<file path="config.mk">
export PLATFORM = sky130hd
export DESIGN_NAME = markdown_ansi_highlighter
export DESIGN_NICKNAME = d
export VERILOG_FILES = /design/src/rtl/mkah_pkg.sv /design/src/rtl/markdown_ansi_highlighter.sv /design/src/rtl/mkah_front.sv /design/src/rtl/mkah_queue.sv /design/src/rtl/mkah_back.sv
export SDC_FILE = /design/constraint.sdc
export NUM_CORES = 1
export LEC_CHECK = 0
export BUFFER_PORTS_ARGS = -buffer_cell sky130_fd_sc_hd__clkbuf_2
export CORE_UTILIZATION = 45
export CTS_CLUSTER_DIAMETER = 30
export DETAILED_ROUTE_END_ITERATION = 10
export GPL_TIMING_DRIVEN = 0
export SYNTH_ARGS = -nofsm -noshare
export SYNTH_HDL_FRONTEND = slang
export SYNTH_SLANG_ARGS = --single-unit
</file>
<file path="constraint.sdc">
create_clock -name clk_i -period 14.5 [get_ports clk_i]
set_clock_uncertainty 0.2 [all_clocks]
set_input_delay 0 -clock clk_i [delete_from_list [all_inputs] [get_ports clk_i]]
set_output_delay 0 -clock clk_i [all_outputs]
set_load 0.01 [all_outputs]
</file>
<file path="src/rtl/mkah_pkg.sv">
package mkah_pkg;

  localparam logic FuncFeed   = 1'b0;
  localparam logic FuncFinish = 1'b1;

  localparam logic [7:0] ByteEsc     = 8'h1B;
  localparam logic [7:0] ByteBracket = 8'h5B;
  localparam logic [7:0] ByteEm      = 8'h6D;
  localparam logic [7:0] ByteTick    = 8'h60;
  localparam logic [7:0] ByteStar    = 8'h2A;
  localparam logic [7:0] ByteUnder   = 8'h5F;
  localparam logic [7:0] ByteNewline = 8'h0A;

  localparam logic [7:0] CodeReset = 8'h30;
  localparam logic [7:0] CodeBold  = 8'h31;
  localparam logic [7:0] CodeDim   = 8'h32;

  // Most tokens one item can produce: a lone asterisk decided, then an underscore.
  localparam int unsigned TokMax = 8;

  // A token is either one literal byte or a four-byte SGR escape carrying its code.
  typedef struct packed {
    logic       esc;
    logic [7:0] chr;
  } tok_t;

  typedef struct packed {
    tok_t [TokMax-1:0] tok;
    logic [3:0]        cnt;
  } job_t;

  localparam tok_t TokDim   = '{esc: 1'b1, chr: CodeDim};
  localparam tok_t TokBold  = '{esc: 1'b1, chr: CodeBold};
  localparam tok_t TokReset = '{esc: 1'b1, chr: CodeReset};
  localparam tok_t TokTick  = '{esc: 1'b0, chr: ByteTick};
  localparam tok_t TokStar  = '{esc: 1'b0, chr: ByteStar};
  localparam tok_t TokUnder = '{esc: 1'b0, chr: ByteUnder};

endpackage

</file>
<file path="src/rtl/markdown_ansi_highlighter.sv">
// Markdown highlighter: inserts ANSI SGR escapes around lightweight markdown.
// Input channel (in_valid_i/in_ready_o): func_i = 0 feeds data_byte_i, func_i = 1
// finishes the stream (flushes a held run, closes open modes with a reset).
// Output channel (out_valid_o/out_ready_i): one byte per transfer on out_byte_o;
// last_o marks the final byte caused by one input item. Items that produce
// no byte (a held backtick or asterisk run, a finish with color off or with
// nothing to flush or close) give none. cfg_we_i/cfg_data_i write color_enable;
// 0 passes bytes through unchanged. Throughput: one output byte per cycle while
// out_ready_i is high, set by the back-end byte sequencer, which stays on an
// item until all of its bytes are out (up to 26, escapes are 4 bytes). Plain
// text therefore flows at one item per cycle. A two-entry queue of decoded
// items sits between the classifier and the sequencer, so input keeps flowing
// during short stalls and backs off once the queue is full.
// Reset: color enabled, no run held, no mode open, line start set, queue and
// output register empty. When the receiver stalls the output byte holds and
// the queue fills, after which in_ready_o drops.
module markdown_ansi_highlighter (
  input  logic       clk_i,
  input  logic       rst_ni,
  input  logic       cfg_we_i,
  input  logic       cfg_data_i,
  input  logic       in_valid_i,
  output logic       in_ready_o,
  input  logic       func_i,
  input  logic [7:0] data_byte_i,
  output logic       out_valid_o,
  input  logic       out_ready_i,
  output logic [7:0] out_byte_o,
  output logic       last_o
);

  logic           push;
  mkah_pkg::job_t push_job;
  logic           q_ready;
  logic           q_valid;
  mkah_pkg::job_t head;
  logic           pop;

  mkah_front u_front (
    .clk_i       (clk_i),
    .rst_ni      (rst_ni),
    .cfg_we_i    (cfg_we_i),
    .cfg_data_i  (cfg_data_i),
    .in_valid_i  (in_valid_i),
    .in_ready_o  (in_ready_o),
    .func_i      (func_i),
    .data_byte_i (data_byte_i),
    .q_ready_i   (q_ready),
    .push_o      (push),
    .job_o       (push_job)
  );

  mkah_queue u_queue (
    .clk_i      (clk_i),
    .rst_ni     (rst_ni),
    .push_i     (push),
    .push_job_i (push_job),
    .ready_o    (q_ready),
    .valid_o    (q_valid),
    .head_o     (head),
    .pop_i      (pop)
  );

  mkah_back u_back (
    .clk_i       (clk_i),
    .rst_ni      (rst_ni),
    .job_valid_i (q_valid),
    .job_i       (head),
    .pop_o       (pop),
    .out_valid_o (out_valid_o),
    .out_ready_i (out_ready_i),
    .out_byte_o  (out_byte_o),
    .last_o      (last_o)
  );

`ifndef SYNTHESIS
  a_push_has_room: assert property (@(posedge clk_i) disable iff (!rst_ni)
    push |-> q_ready)
    else $error("push into a full queue");

  a_pop_has_item: assert property (@(posedge clk_i) disable iff (!rst_ni)
    pop |-> q_valid)
    else $error("pop from an empty queue");

  a_job_size: assert property (@(posedge clk_i) disable iff (!rst_ni)
    push |-> (push_job.cnt != 4'd0) && (push_job.cnt <= 4'd8))
    else $error("pushed job has a bad token count");

  a_pop_marks_last: assert property (@(posedge clk_i) disable iff (!rst_ni)
    pop |=> out_valid_o && last_o)
    else $error("job finished without a last byte");
`endif

endmodule

</file>
<file path="src/rtl/mkah_front.sv">
module mkah_front (
  input  logic              clk_i,
  input  logic              rst_ni,
  input  logic              cfg_we_i,
  input  logic              cfg_data_i,
  input  logic              in_valid_i,
  output logic              in_ready_o,
  input  logic              func_i,
  input  logic [7:0]        data_byte_i,
  input  logic              q_ready_i,
  output logic              push_o,
  output mkah_pkg::job_t    job_o
);

  logic       color_q;
  logic       hb_q, hb_d;
  logic [1:0] hc_q, hc_d;
  logic       hl_q, hl_d;
  logic       ls_q, ls_d;
  logic       bo_q, bo_d;
  logic       io_q, io_d;
  logic       co_q, co_d;

  mkah_pkg::job_t job_d;
  logic [3:0]     cnt;
  logic           dec;
  logic           skip;
  logic [7:0]     held_char;
  logic [1:0]     held_max;
  logic           accept;

  assign accept     = in_valid_i && q_ready_i;
  assign in_ready_o = q_ready_i;

  always_comb begin
    hb_d = hb_q;
    hc_d = hc_q;
    hl_d = hl_q;
    ls_d = ls_q;
    bo_d = bo_q;
    io_d = io_q;
    co_d = co_q;
    job_d = '0;
    cnt = '0;
    dec = 1'b0;
    skip = 1'b0;
    held_char = hb_q ? mkah_pkg::ByteTick : mkah_pkg::ByteStar;
    held_max = hb_q ? 2'd3 : 2'd2;

    if (color_q) begin
      if (func_i == mkah_pkg::FuncFeed) begin
        if (hc_d != 2'd0) begin
          if (data_byte_i == held_char && hc_d < held_max) begin
            // extend the held run; decide only once it is full
            hc_d = hc_d + 2'd1;
            skip = 1'b1;
            dec = (hc_d == held_max);
          end else begin
            dec = 1'b1;
          end
        end
      end else begin
        dec = 1'b1;
      end
    end

    if (dec && hc_d != 2'd0) begin
      if (hb_d) begin
        if (hc_d == 2'd3 && hl_d && !io_d) begin
          if (!co_d) begin
            job_d.tok[cnt[2:0]] = mkah_pkg::TokDim;  cnt = cnt + 4'd1;
            job_d.tok[cnt[2:0]] = mkah_pkg::TokTick; cnt = cnt + 4'd1;
            job_d.tok[cnt[2:0]] = mkah_pkg::TokTick; cnt = cnt + 4'd1;
            job_d.tok[cnt[2:0]] = mkah_pkg::TokTick; cnt = cnt + 4'd1;
            co_d = 1'b1;
          end else begin
            job_d.tok[cnt[2:0]] = mkah_pkg::TokTick;  cnt = cnt + 4'd1;
            job_d.tok[cnt[2:0]] = mkah_pkg::TokTick;  cnt = cnt + 4'd1;
            job_d.tok[cnt[2:0]] = mkah_pkg::TokTick;  cnt = cnt + 4'd1;
            job_d.tok[cnt[2:0]] = mkah_pkg::TokReset; cnt = cnt + 4'd1;
            co_d = 1'b0;
            if (bo_d) begin
              job_d.tok[cnt[2:0]] = mkah_pkg::TokBold; cnt = cnt + 4'd1;
            end
            if (io_d || co_d) begin
              job_d.tok[cnt[2:0]] = mkah_pkg::TokDim; cnt = cnt + 4'd1;
            end
          end
        end else if (co_d || hc_d != 2'd1) begin
          job_d.tok[cnt[2:0]] = mkah_pkg::TokTick; cnt = cnt + 4'd1;
          if (hc_d >= 2'd2) begin
            job_d.tok[cnt[2:0]] = mkah_pkg::TokTick; cnt = cnt + 4'd1;
          end
          if (hc_d == 2'd3) begin
            job_d.tok[cnt[2:0]] = mkah_pkg::TokTick; cnt = cnt + 4'd1;
          end
        end else if (!io_d) begin
          job_d.tok[cnt[2:0]] = mkah_pkg::TokDim;  cnt = cnt + 4'd1;
          job_d.tok[cnt[2:0]] = mkah_pkg::TokTick; cnt = cnt + 4'd1;
          io_d = 1'b1;
        end else begin
          job_d.tok[cnt[2:0]] = mkah_pkg::TokTick;  cnt = cnt + 4'd1;
          job_d.tok[cnt[2:0]] = mkah_pkg::TokReset; cnt = cnt + 4'd1;
          io_d = 1'b0;
          if (bo_d) begin
            job_d.tok[cnt[2:0]] = mkah_pkg::TokBold; cnt = cnt + 4'd1;
          end
          if (io_d || co_d) begin
            job_d.tok[cnt[2:0]] = mkah_pkg::TokDim; cnt = cnt + 4'd1;
          end
        end
      end else begin
        if (co_d || io_d) begin
          job_d.tok[cnt[2:0]] = mkah_pkg::TokStar; cnt = cnt + 4'd1;
          if (hc_d == 2'd2) begin
            job_d.tok[cnt[2:0]] = mkah_pkg::TokStar; cnt = cnt + 4'd1;
          end
        end else if (hc_d == 2'd2) begin
          if (!bo_d) begin
            job_d.tok[cnt[2:0]] = mkah_pkg::TokBold; cnt = cnt + 4'd1;
            job_d.tok[cnt[2:0]] = mkah_pkg::TokStar; cnt = cnt + 4'd1;
            job_d.tok[cnt[2:0]] = mkah_pkg::TokStar; cnt = cnt + 4'd1;
            bo_d = 1'b1;
          end else begin
            job_d.tok[cnt[2:0]] = mkah_pkg::TokStar;  cnt = cnt + 4'd1;
            job_d.tok[cnt[2:0]] = mkah_pkg::TokStar;  cnt = cnt + 4'd1;
            job_d.tok[cnt[2:0]] = mkah_pkg::TokReset; cnt = cnt + 4'd1;
            bo_d = 1'b0;
            if (io_d || co_d) begin
              job_d.tok[cnt[2:0]] = mkah_pkg::TokDim; cnt = cnt + 4'd1;
            end
          end
        end else begin
          job_d.tok[cnt[2:0]] = mkah_pkg::TokDim;   cnt = cnt + 4'd1;
          job_d.tok[cnt[2:0]] = mkah_pkg::TokStar;  cnt = cnt + 4'd1;
          job_d.tok[cnt[2:0]] = mkah_pkg::TokReset; cnt = cnt + 4'd1;
          if (bo_d) begin
            job_d.tok[cnt[2:0]] = mkah_pkg::TokBold; cnt = cnt + 4'd1;
          end
          if (io_d || co_d) begin
            job_d.tok[cnt[2:0]] = mkah_pkg::TokDim; cnt = cnt + 4'd1;
          end
        end
      end
      hc_d = 2'd0;
    end

    if (color_q && func_i == mkah_pkg::FuncFeed && !skip) begin
      if (data_byte_i == mkah_pkg::ByteTick || data_byte_i == mkah_pkg::ByteStar) begin
        hb_d = (data_byte_i == mkah_pkg::ByteTick);
        hc_d = 2'd1;
        hl_d = ls_d;
        ls_d = 1'b0;
        // asterisks inside code go out at once
        if (data_byte_i == mkah_pkg::ByteStar && (co_d || io_d)) begin
          hc_d = 2'd0;
          job_d.tok[cnt[2:0]] = mkah_pkg::TokStar; cnt = cnt + 4'd1;
        end
      end else if (data_byte_i == mkah_pkg::ByteUnder && !co_d && !io_d) begin
        job_d.tok[cnt[2:0]] = mkah_pkg::TokDim;   cnt = cnt + 4'd1;
        job_d.tok[cnt[2:0]] = mkah_pkg::TokUnder; cnt = cnt + 4'd1;
        job_d.tok[cnt[2:0]] = mkah_pkg::TokReset; cnt = cnt + 4'd1;
        if (bo_d) begin
          job_d.tok[cnt[2:0]] = mkah_pkg::TokBold; cnt = cnt + 4'd1;
        end
        if (io_d || co_d) begin
          job_d.tok[cnt[2:0]] = mkah_pkg::TokDim; cnt = cnt + 4'd1;
        end
        ls_d = 1'b0;
      end else begin
        job_d.tok[cnt[2:0]] = {1'b0, data_byte_i}; cnt = cnt + 4'd1;
        ls_d = (data_byte_i == mkah_pkg::ByteNewline);
      end
    end

    if (color_q && func_i == mkah_pkg::FuncFinish) begin
      if (bo_d || io_d || co_d) begin
        job_d.tok[cnt[2:0]] = mkah_pkg::TokReset; cnt = cnt + 4'd1;
      end
      bo_d = 1'b0;
      io_d = 1'b0;
      co_d = 1'b0;
      ls_d = 1'b1;
    end

    if (!color_q && func_i == mkah_pkg::FuncFeed) begin
      job_d.tok[cnt[2:0]] = {1'b0, data_byte_i}; cnt = cnt + 4'd1;
    end

    job_d.cnt = cnt;
  end

  // drop items that produce no bytes
  assign push_o = accept && (job_d.cnt != 4'd0);
  assign job_o  = job_d;

  always_ff @(posedge clk_i or negedge rst_ni) begin
    if (!rst_ni) begin
      color_q <= 1'b1;
      hb_q    <= 1'b0;
      hc_q    <= 2'd0;
      hl_q    <= 1'b0;
      ls_q    <= 1'b1;
      bo_q    <= 1'b0;
      io_q    <= 1'b0;
      co_q    <= 1'b0;
    end else begin
      if (cfg_we_i) begin
        color_q <= cfg_data_i;
      end
      if (accept) begin
        hb_q <= hb_d;
        hc_q <= hc_d;
        hl_q <= hl_d;
        ls_q <= ls_d;
        bo_q <= bo_d;
        io_q <= io_d;
        co_q <= co_d;
      end
    end
  end

endmodule

</file>
<file path="src/rtl/mkah_queue.sv">
module mkah_queue (
  input  logic           clk_i,
  input  logic           rst_ni,
  input  logic           push_i,
  input  mkah_pkg::job_t push_job_i,
  output logic           ready_o,
  output logic           valid_o,
  output mkah_pkg::job_t head_o,
  input  logic           pop_i
);

  mkah_pkg::job_t mem_q [2];
  logic           wr_ptr_q;
  logic           rd_ptr_q;
  logic [1:0]     count_q;

  assign ready_o = (count_q != 2'd2);
  assign valid_o = (count_q != 2'd0);
  assign head_o  = mem_q[rd_ptr_q];

  always_ff @(posedge clk_i) begin
    if (push_i) begin
      mem_q[wr_ptr_q] <= push_job_i;
    end
  end

  always_ff @(posedge clk_i or negedge rst_ni) begin
    if (!rst_ni) begin
      wr_ptr_q <= 1'b0;
      rd_ptr_q <= 1'b0;
      count_q  <= 2'd0;
    end else begin
      if (push_i) begin
        wr_ptr_q <= ~wr_ptr_q;
      end
      if (pop_i) begin
        rd_ptr_q <= ~rd_ptr_q;
      end
      if (push_i && !pop_i) begin
        count_q <= count_q + 2'd1;
      end else if (pop_i && !push_i) begin
        count_q <= count_q - 2'd1;
      end
    end
  end

endmodule

</file>
<file path="src/rtl/mkah_back.sv">
module mkah_back (
  input  logic           clk_i,
  input  logic           rst_ni,
  input  logic           job_valid_i,
  input  mkah_pkg::job_t job_i,
  output logic           pop_o,
  output logic           out_valid_o,
  input  logic           out_ready_i,
  output logic [7:0]     out_byte_o,
  output logic           last_o
);

  logic [2:0]     tok_idx_q;
  logic [1:0]     byte_idx_q;
  logic           out_valid_q;
  logic [7:0]     out_byte_q;
  logic           out_last_q;
  mkah_pkg::tok_t cur;
  logic [7:0]     cur_byte;
  logic           tok_end;
  logic           job_end;
  logic           advance;

  assign cur     = job_i.tok[tok_idx_q];
  assign tok_end = !cur.esc || (byte_idx_q == 2'd3);
  assign job_end = tok_end && (({1'b0, tok_idx_q} + 4'd1) == job_i.cnt);
  assign advance = job_valid_i && (!out_valid_q || out_ready_i);
  assign pop_o   = advance && job_end;

  always_comb begin
    if (!cur.esc) begin
      cur_byte = cur.chr;
    end else begin
      case (byte_idx_q)
        2'd0:    cur_byte = mkah_pkg::ByteEsc;
        2'd1:    cur_byte = mkah_pkg::ByteBracket;
        2'd2:    cur_byte = cur.chr;
        default: cur_byte = mkah_pkg::ByteEm;
      endcase
    end
  end

  always_ff @(posedge clk_i) begin
    if (advance) begin
      out_byte_q <= cur_byte;
      out_last_q <= job_end;
    end
  end

  always_ff @(posedge clk_i or negedge rst_ni) begin
    if (!rst_ni) begin
      tok_idx_q   <= 3'd0;
      byte_idx_q  <= 2'd0;
      out_valid_q <= 1'b0;
    end else begin
      if (advance) begin
        out_valid_q <= 1'b1;
        if (job_end) begin
          tok_idx_q  <= 3'd0;
          byte_idx_q <= 2'd0;
        end else if (tok_end) begin
          tok_idx_q  <= tok_idx_q + 3'd1;
          byte_idx_q <= 2'd0;
        end else begin
          byte_idx_q <= byte_idx_q + 2'd1;
        end
      end else if (out_ready_i) begin
        out_valid_q <= 1'b0;
      end
    end
  end

  assign out_valid_o = out_valid_q;
  assign out_byte_o  = out_byte_q;
  assign last_o      = out_last_q;

endmodule
</file>
Word-level counts from Yosys, hierarchy flattened
Memories as Yosys holds them, arrays and structs flattened.
Cells that the tools add are included.

operators by class
  add/subtract/negate cells = 16
  reduce and logical (&&, ||, !) cells = 57
  bitwise operators = 33
  multiplexer cells = 159
  $lt $le $gt $ge = 23
  equal/unequal tests = 14

operators with widths
  kind                                                         count
  two-way mux 72 bit                                           19
  demux 9 bit (select 3 bit)                                   10
  two-way mux 9 bit                                            25
  NOT 40 bit                                                   5
  AND 48 bit                                                   3
  bitwise mux 72 bit                                           2
  two-way mux 4 bit                                            36
  NOT 48 bit                                                   3
  AND 40 bit                                                   3
  two-way mux 36 bit                                           3
  OR 32 bit                                                    3
  OR 24 bit                                                    3
  AND 14 x 56 -> 56 bit                                        1
  NOT 56 bit                                                   1
  two-way mux 18 bit                                           3
  two-way mux 54 bit                                           1
  OR 48 bit                                                    1
  less-than comparator 3 x 4 -> 1 bit (second input constant)  11
  adder 4 x 1 -> 4 bit (second input constant)                 10
  AND 15 x 40 -> 40 bit                                        1
  AND 25 x 40 -> 40 bit                                        1
  two-way mux 1 bit                                            37
  OR 12 x 32 -> 32 bit                                         1
  OR 20 x 32 -> 32 bit                                         1
  other kinds (37)                                             118

word-level totals
  memory bits (writable) = 152
  output and inout bits = 11
  memories = 1
  bits of input ports = 15
  flip-flop bits (word level) = 28
  word-level logic and storage cells = 319

memories
  memory         depth  width  rd ports  clocked after Yosys merged registers in  wr ports  line              source
  u_queue.mem_q  2      76     1         0                                        1         mkah_queue.sv:12  mkah_pkg::job_t mem_q [2];

Logic depth before layout (Yosys ltp)
  depth in word-level cells = 44
  depth in mapped cells = 32
  gate-level depth less buffers = 26

Modules after synthesis
From an unflattened synthesis, not the netlist that was laid out.

second synthesis, totals
  cell total of the unflattened synthesis = 1035
  area total of the unflattened synthesis = 11307.1 um^2

by module, submodules not included
  module      instances  area an instance (um^2)  cells each  sequential area each (um^2)
  mkah_queue  1          5809.3                   253         4664.5
  mkah_front  1          4170.2                   672         227.7
  mkah_back   1          1327.5                   110         420.4

Least setup slack after synthesis
No wires, ideal clock.

  path type = register -> register
  from = register u_front.hc_q[1]
  to = memory u_queue.mem_q[0][0] in the netlist's numbering, enable pin
  cell stages (with the launch flop) = 30
  data required time = 13.780 ns
  setup time = 0.520 ns
  clock period less this slack = 9.512 ns
  buffers on the path = 7
  setup slack = 4.988 ns
  data arrival time = 8.793 ns
  cell sequence = dfrtp_1 > clkbuf_1 > inv_1 > ha_1 > clkbuf_1 > inv_1 > o21ai_0 > nand3_1 > o21ai_1 > o41a_1 > nand2_1 > buf_2 > inv_2 > buf_4 > buf_2 > buf_2 > ha_1 > or4_1 > o211ai_1 > or3_1 > buf_4 > inv_2 > ha_1 > nand2_1 > nor2_1 > a22o_1 > a211oi_1 > o22ai_1 > a31oi_4 > nor2b_1

between the ends
  cells in the longest elaborated chain, start to end = 40
  elaborated cells between the ends (all ways) = 84
  classes of those cells = add/sub: 9; order compare: 2; eq/ne: 4; mux: 50; reduce/logical: 19

RTL lines
  element                                      line                             source
  start, declared                              mkah_front.sv:17                 logic [1:0] hc_q, hc_d;
  start signal, assigned                       mkah_front.sv:201                hc_q <= 2'd0;
  start signal, assigned                       mkah_front.sv:213                hc_q <= hc_d;
  less-than comparator 2 bit                   mkah_front.sv:53                 if (data_byte_i == held_char && hc_d < held_max) begin
  logical AND 1 bit                            mkah_front.sv:53
  two-way mux 2 bit                            mkah_front.sv:53
  two-way mux 2 bit                            mkah_front.sv:52                 if (hc_d != 2'd0) begin
  two-way mux 2 bit                            mkah_front.sv:51                 if (func_i == mkah_pkg::FuncFeed) begin
  two-way mux 2 bit                            mkah_front.sv:50                 if (color_q) begin
  greater-or-equal comparator 2 bit            mkah_front.sv:91                 if (hc_d >= 2'd2) begin
  two-way mux 2 bit                            mkah_front.sv:91
  [25 not listed]                              -
  two-way mux 4 bit (*)                        mkah_front.sv:176                if (color_q && func_i == mkah_pkg::FuncFinish) begin
  adder 4 x 1 -> 4 bit                         mkah_front.sv:187                job_d.tok[cnt[2:0]] = {1'b0, data_byte_i}; cnt = cnt + 4'd1;
  two-way mux 4 bit (*)                        mkah_front.sv:186                if (!color_q && func_i == mkah_pkg::FuncFeed) begin
  nonzero test 4 bit (*)                       mkah_front.sv:194                assign push_o = accept && (job_d.cnt != 4'd0);
  logical AND 1 bit (*)                        mkah_front.sv:194
  net push                                     markdown_ansi_highlighter.sv:32  logic push;
  two-way mux 1 bit (*)                        mkah_queue.sv:22                 if (push_i) begin
  two-way mux 1 bit (implied by the code) (*)  mkah_queue.sv:23                 mem_q[wr_ptr_q] <= push_job_i;
  end, declared                                mkah_queue.sv:12

Mark *: on every way through the listed nets, which the timed path passes. The rest lies on a longest branch. The select of a mux whose other input is x is not followed.

Final worst setup path
  from = register u_front.hc_q[1]
  to = memory u_queue.mem_q[0][49] in the netlist's numbering, enable pin

The elaborated chain is that of the path after synthesis.

==> metrics.cfg <==
[logic_synthesis]
synth.avg_cell_area_um2 = 10.8
synth_edf_count = 161
synth.distinct_cells = 89
netlist_instances = 1009
synth_nets = 1052
syn_area_um2 = 10900
synth-seq-cells = 180
async_flop_share_pct = 10.6
yosysSeqAreaShare_pct = 48.9
ys.flop_type = edfxtp_1
yosysWarnings = 0

[critical_path]
crit_buf_inv = 13
critical-path-slowest-cell = nor2b_4
arrival_ns = 8.86
crit_path_end_kind = flop
cpPeakStageDelay_ns = 0.59
cp-start-kind = flop
crit_family = buffers and inverters
cp.required_ns = 14.43
worstPathMaxFanout = 32
crit_type = flop to flop

[clocking]
clock_latency_ns = 0.44
clk_pin_slew_ns = 0.08
cts_buffers = 17
cts_root_buf = clkbuf_16
htreeDepth = 4
cts_resized = 0
cts_sinks = 180
clockBufferDepth = 2
cts_tree = built

[detailed_routing]
dr.pass1.iters = 6
postRouteAntennaNets = 0
via_per_inst = 6.47
vias = 9100
wirelength_um = 38200
wl_per_cell_um = 27.2
drt_iter0_drc = 1086
drc = 0

[die]
die_w_um = 157
fp.dieH_um = 157
io_pins = 26
initial_core_util_pct = 46.0
coreArea_um2 = 23600
die-area_um2 = 24800
rows = 56

[global_route]
grt_first_pass_wirelength_um = 56800
grt_pass1_vias = 8744
grt_max_degree = 61
gr-total-overflow = 0
antenna_found_initial = 2
grtUsageTotal_pct = 32.3

[power]
peakVddDrop_v = 0.0000854
leakage_uw = 0.00418
power_uw = 1720
powerDensity_nw_per_um2 = 141

[sta]
slew_headroom_pct = 19.8
tns_ns = 0
rsz0062_at_grt = no
fmax_mhz = 112
worst_slew_pin_slew_ns = 1.19
fin_ws_ns = 5.57
hold_viol_final = 0
setup_viol = 0
drv_slew = 0
finalCritPeriodShare_pct = 61.6
period_minus_slack_ns = 8.93

[final_layout]
layout-drive-gt1-share_pct = 13.3
layout_common_cells = 161 x edfxtp_1, 100 x nand2_1, 93 x a21oi_1
final_common_cell = edfxtp_1
fin_nets = 1117
antenna_cells = 0
syn_to_final_growth_pct = 12.5

[status]
status = complete, no violations

[worst_hold_path]
hold_path_class = input pin to flop

[place]
dp_slack_ns = 5.79
place_congestion = 1.02
hpwl_um = 28800
port_buffers = 25

[job]
cap_violations = 0

timing repair:
action / CTS / global route
hold endpoints to repair: 42 / 0
buffers inserted: 0 / 0
hold buffers: 18 / 0
tightest hold or removal path: stages:
cell	delay, ns
clkbuf_2	0.12
nor4_4	0.07
o211a_1	0.17
nand2_1	0.12
nor3_1	0.07
inv_1	0.06
o21ai_0	0.06
final cells by class:
cell class / count / area [um^2]
Buffer: 62 / 268
Clock buffer: 18 / 429
Clock inverter: 14 / 144
Fill cell: 2132 / 11400
Inverter: 29 / 109
Multi-Input combinational cell: 738 / 5190
Sequential cell: 180 / 5310
Tap cell: 319 / 399
Timing Repair Buffer: 46 / 373
kinds of logic after synthesis:
family,synth area share [%]
adders and majority gates,3.22
DFF,48.9
muxes,10.2
AOI/OAI and AO/OA,18.4
xor gates and xnor gates,1.29
and+or+nand+nor,14.5
buffers and inverters,3.46
final timing paths:
path / start / end / slack, ns / cells after the start
worst min register to register: u_front.hl_q / u_front.hl_q / 0.32 / 1
worst min-delay path: data_byte_i[2] / u_front.hc_q[1] / 0.06 / 7
worst max register to register: u_front.hc_q[1] / u_queue.mem_q[0][49] / 5.57 / 31
min in group asynchronous: rst_ni / u_front.color_q / 0.50 / 3
max in group asynchronous: rst_ni / u_back.tok_idx_q[1] / 12.15 / 4
worst max-delay path: u_front.hc_q[1] / u_queue.mem_q[0][49] / 5.57 / 31
cell usage after synthesis (13+ instances only):
cell      count  area [um^2]
clkbuf_1     45          169
nand2_1     100          375
nor3_1       21          105
edfxtp_1    161         4830
o21ai_0      82          410
nand3_1      35          175
mux4_2       42          946
nor2_1       85          319
ha_1         28          350
inv_1        25         93.8
a211oi_1     13         97.6
a21oi_1      93          465
dfrtp_1      17          425
routing by layer:
layer / up-vias / routed length [um] / GRT usage, %
met5: - / 16 / 0
li1: 4025 / - / -
met2: 465 / 17700 / 51.5
met4: 2 / 1840 / 16.1
met1: 4488 / 15700 / 41.7
met3: 120 / 2940 / 6.47
sequential cells by signal, summed over array words and instances (netlist names), 2 cells and up:
name,flops
u_front.hc_q,2
u_queue.count_q,2
u_back.tok_idx_q,3
u_queue.mem_q,152
u_back.out_byte_o,8
u_back.byte_idx_q,2
where the power goes:
part           switching, uW  internal [uW]
Clock                    219            242
Combinational            317            229
Sequential              33.2            684
metrics by stage:
stage	utilization (%)	hold slack [ns]	std cells	area (um^2)
4_1_cts	51.8	0.0380	1406	12200
5_1_grt	51.8	0.0729	1406	12200
3_3_place_gp	48.3	-0.167	1353	11400
2_1_floorplan	-	-0.496	1009	10900
3_5_place_dp	48.6	-0.171	1356	11500
6_report	51.8	0.0603	1406	12200
Power figures use the tool's default switching activity.
